[src/hse_bucket_mod.sv]
`timescale 1ns / 1ps
// ----------------------------------------------------------------------------
// hse_bucket_mod: key modulo bucket count
// Two registered stages: a reciprocal multiply estimates the quotient, a
// second multiply and subtract forms a remainder below twice the bucket
// count, and one compare and subtract finishes it at the output.
// ----------------------------------------------------------------------------
module hse_bucket_mod #(
    parameter int NUM_BUCKETS = 769,
    parameter int KEY_BITS    = 20,
    parameter int BIDX        = 10
) (
    input  logic                clk,
    input  logic                load,
    input  logic [KEY_BITS-1:0] key,
    output logic [BIDX-1:0]     bucket
);

    localparam longint unsigned RECIP_L = (64'd1 << KEY_BITS) / NUM_BUCKETS;
    localparam logic [KEY_BITS-1:0] RECIP   = KEY_BITS'(RECIP_L);
    localparam logic [KEY_BITS-1:0] DIVISOR = KEY_BITS'(NUM_BUCKETS);
    localparam logic [BIDX:0]       NB_EXT  = (BIDX+1)'(NUM_BUCKETS);

    logic [KEY_BITS-1:0]   key_reg;
    logic [2*KEY_BITS-1:0] prod_reg;
    logic [BIDX:0]         rem_reg;
    logic [KEY_BITS-1:0]   quot;
    logic [2*KEY_BITS-1:0] qn;
    logic [KEY_BITS-1:0]   diff;
    logic [BIDX:0]         rem_sub;

    always_ff @(posedge clk)
    begin
        if (load)
        begin
            key_reg  <= key;
            prod_reg <= key * RECIP;
        end
    end

    // The quotient estimate is low by at most one, so the remainder stays
    // below twice the bucket count.
    always_comb
    begin
        quot = prod_reg[2*KEY_BITS-1:KEY_BITS];
        qn   = quot * DIVISOR;
        diff = key_reg - qn[KEY_BITS-1:0];
    end

    always_ff @(posedge clk)
    begin
        rem_reg <= (BIDX+1)'(diff);
    end

    always_comb
    begin
        rem_sub = rem_reg - NB_EXT;
        if (rem_reg >= NB_EXT)
            bucket = rem_sub[BIDX-1:0];
        else
            bucket = rem_reg[BIDX-1:0];
    end

endmodule

[config.mk]
export PLATFORM = sky130hd
export DESIGN_NAME = hse_bucket_mod
export DESIGN_NICKNAME = d
export VERILOG_FILES = /design/src/hse_bucket_mod.sv
export SDC_FILE = /design/constraint.sdc
export NUM_CORES = 1
export LEC_CHECK = 0
export BUFFER_PORTS_ARGS = -buffer_cell sky130_fd_sc_hd__buf_2
export CORE_MARGIN = 5
export CORE_UTILIZATION = 65
export DETAILED_ROUTE_END_ITERATION = 8
export PLACE_DENSITY_LB_ADDON = 0.3
export RECOVER_POWER = 50
export REMOVE_ABC_BUFFERS = 1
export SYNTH_ARGS = -nofsm -noshare
export SYNTH_HDL_FRONTEND = slang
export SYNTH_SLANG_ARGS = --single-unit
[constraint.sdc]
create_clock -name clk -period 7.8 [get_ports clk]
set_input_delay 1.95 -clock clk [delete_from_list [all_inputs] [get_ports clk]]
set_output_delay 1.95 -clock clk [all_outputs]
set_load 0.02 [all_outputs]
==> results of run 1 <==
==> cell type report <==
| class | instances | area share |
|---|---|---|
| clock buffer | 6 | 0.0158 |
| clock inverter | 2 | 0.00591 |
| inverter | 145 | 0.0918 |
| multi-input combinational | 382 | 0.692 |
| sequential | 33 | 0.149 |
| tap | 105 | 0.0222 |
| timing repair buffer | 31 | 0.0236 |
==> cell families (layout without fill, tap and decap cells) <==
group | count (synthesis) | after routing | synth area share
compound gates | 85 | 85 | 0.107
simple gates | 73 | 73 | 0.0673
fa+ha+maj | 188 | 188 | 0.510
xor+xnor | 35 | 35 | 0.0553
flops | 33 | 33 | 0.159
buf+inv | 146 | 184 | 0.100
mux | 1 | 1 | 0.00181
==> cell usage after synthesis (9+ instances only) <==
| cell | instances | area (µm²) |
|---|---|---|
| sky130_fd_sc_hd__fa_1 | 63 | 1260 |
| sky130_fd_sc_hd__edfxtp_1 | 22 | 661 |
| sky130_fd_sc_hd__o21ai_0 | 12 | 60.1 |
| sky130_fd_sc_hd__a21o_1 | 9 | 67.6 |
| sky130_fd_sc_hd__dfxtp_1 | 11 | 220 |
| sky130_fd_sc_hd__nand2_1 | 20 | 75.1 |
| sky130_fd_sc_hd__nor2_1 | 15 | 56.3 |
| sky130_fd_sc_hd__xnor2_1 | 27 | 236 |
| sky130_fd_sc_hd__nand3_1 | 12 | 60.1 |
| sky130_fd_sc_hd__inv_1 | 145 | 544 |
| sky130_fd_sc_hd__ha_1 | 125 | 1560 |
| sky130_fd_sc_hd__a21oi_1 | 25 | 125 |
==> power by group <==
group	switching (mW)	internal [mW]	total (mW)
Clock	0.0684	0.114	0.183
Sequential	0.0464	0.298	0.344
Combinational	1.07	0.824	1.90
==> stage by stage <==
| stage | hold slack, ns | setup WS [ns] | power [mW] |
|---|---|---|---|
| finish | 0.607 | 1.34 | 2.42 |
| detailed placement | 0.593 | 1.31 | 2.24 |
| floorplan | 0.541 | 1.83 | 1.82 |
| global route | 0.654 | 1.20 | 2.73 |
| CTS | 0.605 | 1.62 | 2.44 |
| global placement | 0.592 | 1.43 | 2.15 |
==> per-layer routing <==
layer | vias to the layer above | wire length [µm]
met2 | 91 | 5480
met1 | 1848 | 4560
met5 | - | 0
li1 | 1926 | -
met4 | 0 | 232
met3 | 20 | 397
==> worst min path at each step <==
stage	from	to	slack (ns)	cells past startpoint
after floorplan	key_reg[1]	rem_reg[0]	0.54	1
after global placement	key_reg[1]	rem_reg[0]	0.59	1
after detailed placement	key_reg[1]	rem_reg[0]	0.59	1
after CTS	key_reg[1]	rem_reg[0]	0.61	1
after global routing	key_reg[1]	rem_reg[0]	0.65	1
final	key_reg[1]	rem_reg[0]	0.61	1
==> worst max-delay path: stages <==
cell	delay, ns
sky130_fd_sc_hd__clkbuf_1	0.43
sky130_fd_sc_hd__ha_1	0.35
sky130_fd_sc_hd__fa_1	0.49
sky130_fd_sc_hd__fa_1	0.52
sky130_fd_sc_hd__inv_1	0.05
sky130_fd_sc_hd__fa_1	0.50
sky130_fd_sc_hd__fa_1	0.54
sky130_fd_sc_hd__inv_1	0.04
sky130_fd_sc_hd__ha_1	0.32
sky130_fd_sc_hd__and4_1	0.23
sky130_fd_sc_hd__and3_4	0.23
sky130_fd_sc_hd__o211ai_2	0.10
sky130_fd_sc_hd__a21o_4	0.23
sky130_fd_sc_hd__a31oi_1	0.33
sky130_fd_sc_hd__a31oi_1	0.14
==> flow_summary.toml, run 1 <==
[critical_path]
worst_setup_path_start_kind = "input pin"
r2r.worst_path.cells = 12
worstSetupStartpoint = "key[8]"
path_class = "in -> reg"
critPathCaptureType = "flip-flop"
worst-endpoint-arrival_ns = 6.47
endpoint = "prod_reg[24]"
ff2ff_setup_slack_ns = 4.22
regToRegEndpoint = "rem_reg[10]"
timing.rr.start = "key_reg[3]"
path_max_fanout = 7
required_ns = 7.81

[place]
io_buffers = 31
dp_hpwl_um = 9230
gp_congestion = 0.918
postPlaceCellArea_um2 = 5820
dp.cells = 696

[timing]
timing.final.crit_share = 0.828
report.final.hold_viol_count = 0
final.setup.tns_ns = 0
worst_clock_skew_ns = 0.00831
finalCriticalPeriod_ns = 6.46
timing.final.max_slew_violations = 0
tightestPinTransition_ns = 1.23
setup_viol_count_final = 0
max_freq_ghz = 0.155
relSlewSlack = 0.178
rsz0062_at_grt = "no"

[routing]
avgViaCountPerCell = 5.52
detail_route.iter0.violations = 210
drt_wl_total_um = 10700
avgRoutedWirePerCell_um = 15.1
drt_pass1_iterations = 4
remaining_routing_drc_violations = 0
antenna_left = 0
num_vias = 3885

[finish]
leading_cell_types_in_the_layout_fill_and_taps_excluded = "sky130_fd_sc_hd__inv_1 (145), sky130_fd_sc_hd__ha_1 (125), sky130_fd_sc_hd__fa_1 (63), sky130_fd_sc_hd__xnor2_1 (27), sky130_fd_sc_hd__a21oi_1 (25)"
fin_nets = 808
core_util_final = 0.718
mostFrequentLayoutCell = "sky130_fd_sc_hd__inv_1"
post_route_cells_drive_above_1_share = 0.0668
finish.instance_area_um2 = 5930
area_growth_pct = 7.02
finish.cell_count_without_fillers = 704
num_antenna_cells = 0
register_area_um2 = 881
multi_input_area_um2 = 4110
nFillCells = 632

[cts]
worst_setup_hold_path_clk_slew_ns = 0.08
post-cts-setup-buffer-count = 0
post_cts_hold_buffers = 0
htree_levels = 2
cts_buffer_depth = 2
number_of_sinks_driven_by_the_clock_tree = 33
worstSkewPairLatency_ns = 0.29
clk_root_buffer_cell = "sky130_fd_sc_hd__clkbuf_8"
cts_repair_resize_count = 0
cts_made_buffers = 5
tritoncts = "built"

[floorplan]
die_area_um2 = 10500
start_util = 0.671
core-area_um2 = 8260
rows = 33
num_io_pins = 32
die_width_um = 102
die_height_um = 102

[synth]
syn_area_um2 = 5540
synthDistinctLibCells = 52
ys_dominant_reg_cell = "sky130_fd_sc_hd__edfxtp_1"
number_of_synthesis_warnings = 0
synth_edf_count = 22
synthArstFlopShare = 0
synth.ff_latch_count = 33
synth-seq-area-share = 0.159
syn-mean-instance-area_um2 = 9.88
synthesis.instances = 561

[grt]
grt_antenna_before_repair = 0
met1_grt_util = 0.293
first_global_vias = 4118
groute.layer.met3.usage = 0.0314
grt_max_usage_layer = "met2"
maximum_number_of_pins_on_one_net_before_global_route_repair = 23
track_usage = 0.233
grt_pass1_wl_um = 19000
groute.layer.met2.usage = 0.418
grt-ovfl-total = 0

[pwr]
vdd_ir_drop_max_v = 0.000211
p_per_area_nw_per_um2 = 408
power.static_leakage_nw = 3.10

[run_status]
result_of_the_run = "complete, no violations"

[job]
maxCapViolCount = 0

[min_path]
path_category_of_the_worst_min_delay_check = "reg -> reg"
(Power assumes the default switching activity.)
==> run 2, diff against run 1 <==
--- a/config.mk
+++ b/config.mk
@@ -7,7 +7,7 @@
 export LEC_CHECK = 0
 export BUFFER_PORTS_ARGS = -buffer_cell sky130_fd_sc_hd__buf_2
 export CORE_MARGIN = 5
-export CORE_UTILIZATION = 65
+export CORE_UTILIZATION = 58
 export DETAILED_ROUTE_END_ITERATION = 8
 export PLACE_DENSITY_LB_ADDON = 0.3
 export RECOVER_POWER = 50
==> constraint.sdc (replaced) <==
create_clock -name clk -period 5.3 [get_ports clk]
set_input_delay 1.325 -clock clk [delete_from_list [all_inputs] [get_ports clk]]
set_output_delay 1.325 -clock clk [all_outputs]
set_load 0.02 [all_outputs]
==> run 2 against run 1 <==
Effect of this change:
- sequential share of layout area fell by 1.7 points
- clock power up 24%
- register-to-register slack worse by 2.4 ns
- clock skew down 0.0051 ns
- critical path depth stayed put
- wire length rose by 21%
- total power is 76% higher
- highest routed layer unchanged
==> flow_summary.toml, run 2 (same netlist as run 1, synthesis figures left out) <==
[run_status]
result_of_the_run = "complete, no violations"

[floorplan]
start_util = 0.597
core-area_um2 = 9280
rows = 35
die_width_um = 108
die_height_um = 108
die_area_um2 = 11600
num_io_pins = 32

[job]
maxCapViolCount = 0

[routing]
top_layer_used = "met4"
drt_wl_total_um = 12900
detailroute.wirelength.met2_um = 7070
detailroute.wirelength.met3_um = 537
drt-met1-wl_um = 4680
detail_route.iter0.violations = 201
num_vias = 4282
drt_pass1_iterations = 5
antenna_left = 0
avgRoutedWirePerCell_um = 16.5
remaining_routing_drc_violations = 0
avgViaCountPerCell = 5.50

[critical_path]
crit_path_cell_trace = "clkbuf_4, ha_4, fa_1, fa_1, inv_1, fa_1, fa_1, inv_1, ha_4, a21o_1, a21o_4, a311oi_4, a21boi_2, a211oi_2, xnor2_1"
critPathCaptureType = "flip-flop"
critical_path.most_common_cell = "sky130_fd_sc_hd__fa_1"
worst-endpoint-arrival_ns = 5.31
required_ns = 5.32
path_max_fanout = 4
path_class = "in -> reg"
timing.critical_path.slowest_cell_delay_ns = 0.53
worst_setup_path_start_kind = "input pin"
cell_with_the_largest_stage_delay_on_the_worst_path = "sky130_fd_sc_hd__fa_1"

[finish]
leading_cell_types_in_the_layout_fill_and_taps_excluded = "sky130_fd_sc_hd__inv_1 (138), sky130_fd_sc_hd__ha_1 (107), sky130_fd_sc_hd__fa_1 (58), sky130_fd_sc_hd__buf_4 (48), sky130_fd_sc_hd__xnor2_1 (27)"
num_antenna_cells = 0
nFillCells = 662
post_route_cells_drive_above_1_share = 0.225
fin_nets = 858
register_area_um2 = 881
multi_input_area_um2 = 4470
mostFrequentLayoutCell = "sky130_fd_sc_hd__inv_1"
area_growth_pct = 21.1

[timing]
report.final.hold_viol_count = 0
timing.final.max_slew_violations = 0
timing.final.crit_share = 0.997
max_freq_ghz = 0.189
rsz0062_at_grt = "yes"
finalCriticalPeriod_ns = 5.28
final.setup.tns_ns = 0
worst_clock_skew_ns = 0.00326
setup_viol_count_final = 0
tightestPinTransition_ns = 0.442
relSlewSlack = 0.705

[place]
gp_congestion = 0.837
io_buffers = 31
dp_hpwl_um = 9710

[cts]
worstSkewPairLatency_ns = 0.28
post_cts_hold_buffers = 0
cts_buffer_depth = 2
tritoncts = "built"
clk_root_buffer_cell = "sky130_fd_sc_hd__clkbuf_8"
worst_setup_hold_path_clk_slew_ns = 0.07
htree_levels = 2
number_of_sinks_driven_by_the_clock_tree = 33
cts_made_buffers = 5

[grt]
first_global_vias = 4581
maximum_number_of_pins_on_one_net_before_global_route_repair = 23
grt-ovfl-total = 0
grt_antenna_before_repair = 0
track_usage = 0.215
grt_pass1_wl_um = 19800

[pwr]
vdd_ir_drop_max_v = 0.000341
power.static_leakage_nw = 3.37
total_power_mw = 4.27
p_per_area_nw_per_um2 = 635

[min_path]
path_category_of_the_worst_min_delay_check = "reg -> reg"
-- run 2: power by group --
group	leakage, nW	internal, mW	switching [mW]
Sequential	0.308	0.438	0.0699
Clock	0.0518	0.138	0.0889
Combinational	3.01	1.67	1.86
-- run 2: area by class of cell --
type                    instances  share of cell area
multi-input cells             382               0.666
flip-flops and latches         33               0.131
repair buffers                 81              0.0813
inverters                     145              0.0811
well taps                     129              0.0240
clock buffers                   5              0.0103
clock inverters                 3             0.00615
-- run 2: layer usage --
metal | up-vias | track usage
met1 | 2060 | 0.236
met5 | - | 0
met2 | 139 | 0.418
met4 | 0 | 0.0830
li1 | 2029 | -
met3 | 54 | 0.0210
-- run 2: through the flow --
step	setup WS, ns	utilization	cells	cell area [µm²]	hold WS [ns]
floorplan	-0.0447	-	560	5530	0.541
global placement	-0.381	0.665	764	6180	0.567
detailed placement	-0.493	0.665	764	6180	0.580
CTS	0.00120	0.697	775	6470	0.584
global route	-0.0707	0.723	778	6710	0.612
finish	0.0167	0.723	778	6710	0.578
-- run 2: final timing paths --
kind	start	end	slack, ns	cells after the start
max	key[5]	prod_reg[28]	0.02	15
min	key_reg[1]	rem_reg[0]	0.58	1
max reg2reg	key_reg[3]	rem_reg[10]	1.79	12
min reg2reg	key_reg[1]	rem_reg[0]	0.58	1
-- run 2: timing repair --
action                                  4_1_cts  5_1_grt
endpoints found under the setup margin        9       11
resized for setup                            19       50
pin swaps                                    27       49
buffers inserted                              3        3
-- run 2: critical path: cells and delay by family --
family	cells	cell delay [ns]
adder cells (fa/ha/maj)	6	2.49
AO/OA/AOI/OAI	5	1.09
buffers and inverters	3	0.28
XOR/XNOR	1	0.12
==> run 3, diff against run 2 <==
--- a/config.mk
+++ b/config.mk
@@ -9,7 +9,7 @@
 export CORE_MARGIN = 5
 export CORE_UTILIZATION = 58
 export DETAILED_ROUTE_END_ITERATION = 8
-export PLACE_DENSITY_LB_ADDON = 0.3
+export PLACE_DENSITY_LB_ADDON = 0.25
 export RECOVER_POWER = 50
 export REMOVE_ABC_BUFFERS = 1
 export SYNTH_ARGS = -nofsm -noshare
==> run 3 against run 2 <==
Effect of this change:
- clock skew is 0.00059 ns higher
- maximum frequency is 0.76% higher
- via count is 4.6% lower
- sequential cell count stayed put
- final cell count is 0.51% lower
- worst hold slack worse by 0.0044 ns
- design area is 2.4% lower
- first-iteration DRC count is 18% lower
- clock power is 2% lower
- utilization is 1.8 points lower
- sequential share of layout area is 0.33 points higher
- global-route usage is 2.1 points lower
- largest power group unchanged
==> flow_summary.toml, run 3 (same netlist as run 1, synthesis figures left out) <==
[run_status]
result_of_the_run = "complete, no violations"

[finish]
finish.instance_area_um2 = 6550
fin_nets = 854
area_growth_pct = 18.2
multi_input_area_um2 = 4370
num_antenna_cells = 0
register_area_um2 = 881
nFillCells = 721
finish.cell_count_without_fillers = 774
mostFrequentLayoutCell = "sky130_fd_sc_hd__inv_1"
post_route_cells_drive_above_1_share = 0.195
leading_cell_types_in_the_layout_fill_and_taps_excluded = "sky130_fd_sc_hd__inv_1 (144), sky130_fd_sc_hd__ha_1 (111), sky130_fd_sc_hd__fa_1 (60), sky130_fd_sc_hd__buf_4 (41), sky130_fd_sc_hd__buf_2 (30)"

[cts]
cts_made_buffers = 5
tritoncts = "built"
post_cts_hold_buffers = 0
worst_setup_hold_path_clk_slew_ns = 0.06
cts_buffer_depth = 2
clk_root_buffer_cell = "sky130_fd_sc_hd__clkbuf_8"
worstSkewPairLatency_ns = 0.27
htree_levels = 2
number_of_sinks_driven_by_the_clock_tree = 33

[place]
io_buffers = 31
postPlaceCellArea_um2 = 6180
dp.cells = 765
dp_hpwl_um = 9220
gp_congestion = 0.832

[pwr]
vdd_ir_drop_max_v = 0.000275
int_power_mw = 2.11
swShare = 0.470
combinationalPowerShare = 0.816
power.static_leakage_nw = 3.33
p_seq_frac = 0.128
p_per_area_nw_per_um2 = 608
clkPwrFrac = 0.056
p_sw_mw = 1.87

[critical_path]
regToRegEndpoint = "rem_reg[10]"
timing.rr.start = "key_reg[3]"
required_ns = 5.33
critPathCaptureType = "flip-flop"
path_max_fanout = 4
worst_setup_path_start_kind = "input pin"
ff2ff_setup_slack_ns = 1.77
worst-endpoint-arrival_ns = 5.27
r2r.worst_path.cells = 12
path_class = "in -> reg"

[routing]
avgViaCountPerCell = 5.28
detail_route.iter0.violations = 165
num_vias = 4087
antenna_left = 0
drt_wl_total_um = 10800
drt_pass1_iterations = 4
remaining_routing_drc_violations = 0
avgRoutedWirePerCell_um = 14.0

[floorplan]
start_util = 0.597
num_io_pins = 32
rows = 35
die_area_um2 = 11600
die_width_um = 108
die_height_um = 108
core-area_um2 = 9280

[timing]
tightestPinTransition_ns = 1.06
timing.final.max_slew_violations = 0
timing.final.crit_share = 0.989
setup_viol_count_final = 0
worst_clock_skew_ns = 0.00385
max_freq_ghz = 0.191
relSlewSlack = 0.296
report.final.hold_viol_count = 0
finalCriticalPeriod_ns = 5.24

[grt]
grt-ovfl-total = 0
grt_antenna_before_repair = 0
grt_pass1_wl_um = 18300
maximum_number_of_pins_on_one_net_before_global_route_repair = 23
first_global_vias = 4258
track_usage = 0.193

[min_path]
path_category_of_the_worst_min_delay_check = "reg -> reg"
whs_endpoint = "rem_reg[0]"
min_delay_path_depth = 1
min-delay-start = "key_reg[1]"

[job]
maxCapViolCount = 0
[run 3: area by class of cell]
class	instances	share of cell area
sequential	33	0.134
timing repair buffer	77	0.0734
inverter	145	0.0831
clock buffer	5	0.0105
tap	129	0.0246
multi-input combinational	382	0.668
clock inverter	3	0.00630
[run 3: how the worst max path moves through the flow]
stage,from,end,cells past startpoint,slack (ns)
after detailed placement,key[6],prod_reg[30],15,-0.46
after global placement,key[8],prod_reg[30],15,-0.40
final,key[8],prod_reg[26],16,0.06
after global routing,key[8],prod_reg[26],16,-0.07
after floorplan,key[9],prod_reg[30],14,-0.04
after CTS,key[1],prod_reg[28],15,0.01
[run 3: repair_timing]
action                                  4_1_cts  5_1_grt
setup buffers                                 0        1
pin swaps                                    16       29
gates resized for setup                      11       29
endpoints found under the setup margin        4       10
[run 3: metrics by stage]
step | hold WS, ns | setup TNS [ns] | power, mW | utilization | setup WS [ns]
floorplan | 0.541 | -0.0703 | 2.68 | - | -0.0447
global placement | 0.564 | -2.88 | 3.40 | 0.666 | -0.396
detailed placement | 0.569 | -3.38 | 3.50 | 0.666 | -0.456
CTS | 0.576 | 0 | 3.83 | 0.683 | 0.00975
global route | 0.636 | -0.393 | 4.46 | 0.706 | -0.0725
finish | 0.574 | 0 | 3.98 | 0.706 | 0.0567
[run 3: worst max-delay path: stages]
cell and delay (ns):
sky130_fd_sc_hd__buf_2 0.15, sky130_fd_sc_hd__ha_4 0.28, sky130_fd_sc_hd__fa_2 0.43, sky130_fd_sc_hd__fa_1 0.52
sky130_fd_sc_hd__inv_2 0.05, sky130_fd_sc_hd__fa_1 0.50, sky130_fd_sc_hd__fa_1 0.55, sky130_fd_sc_hd__inv_1 0.07
sky130_fd_sc_hd__ha_4 0.27, sky130_fd_sc_hd__and4_4 0.22, sky130_fd_sc_hd__and2_4 0.17, sky130_fd_sc_hd__o2111ai_2 0.18
sky130_fd_sc_hd__a21boi_2 0.26, sky130_fd_sc_hd__buf_4 0.16, sky130_fd_sc_hd__nor2_2 0.03, sky130_fd_sc_hd__xnor2_1 0.10
[run 3: power by group through the flow]
stage | combinational [mW] | sequential [mW] | clock [mW]
floorplan | 2.18 | 0.496 | 0
global placement | 2.89 | 0.511 | 0
detailed placement | 2.99 | 0.517 | 0
CTS | 3.09 | 0.512 | 0.228
global route | 3.70 | 0.522 | 0.242
finish | 3.25 | 0.510 | 0.222
[run 3: per-layer routing]
metal / wire (µm) / part of all wire / up-vias / GRT usage
met3: 283 / 0.026 / 21 / 0.0174
met2: 5870 / 0.54 / 86 / 0.371
met4: 256 / 0.024 / 0 / 0.0433
met1: 4410 / 0.41 / 1966 / 0.232
met5: 0 / 0 / - / 0
li1: - / - / 2014 / -
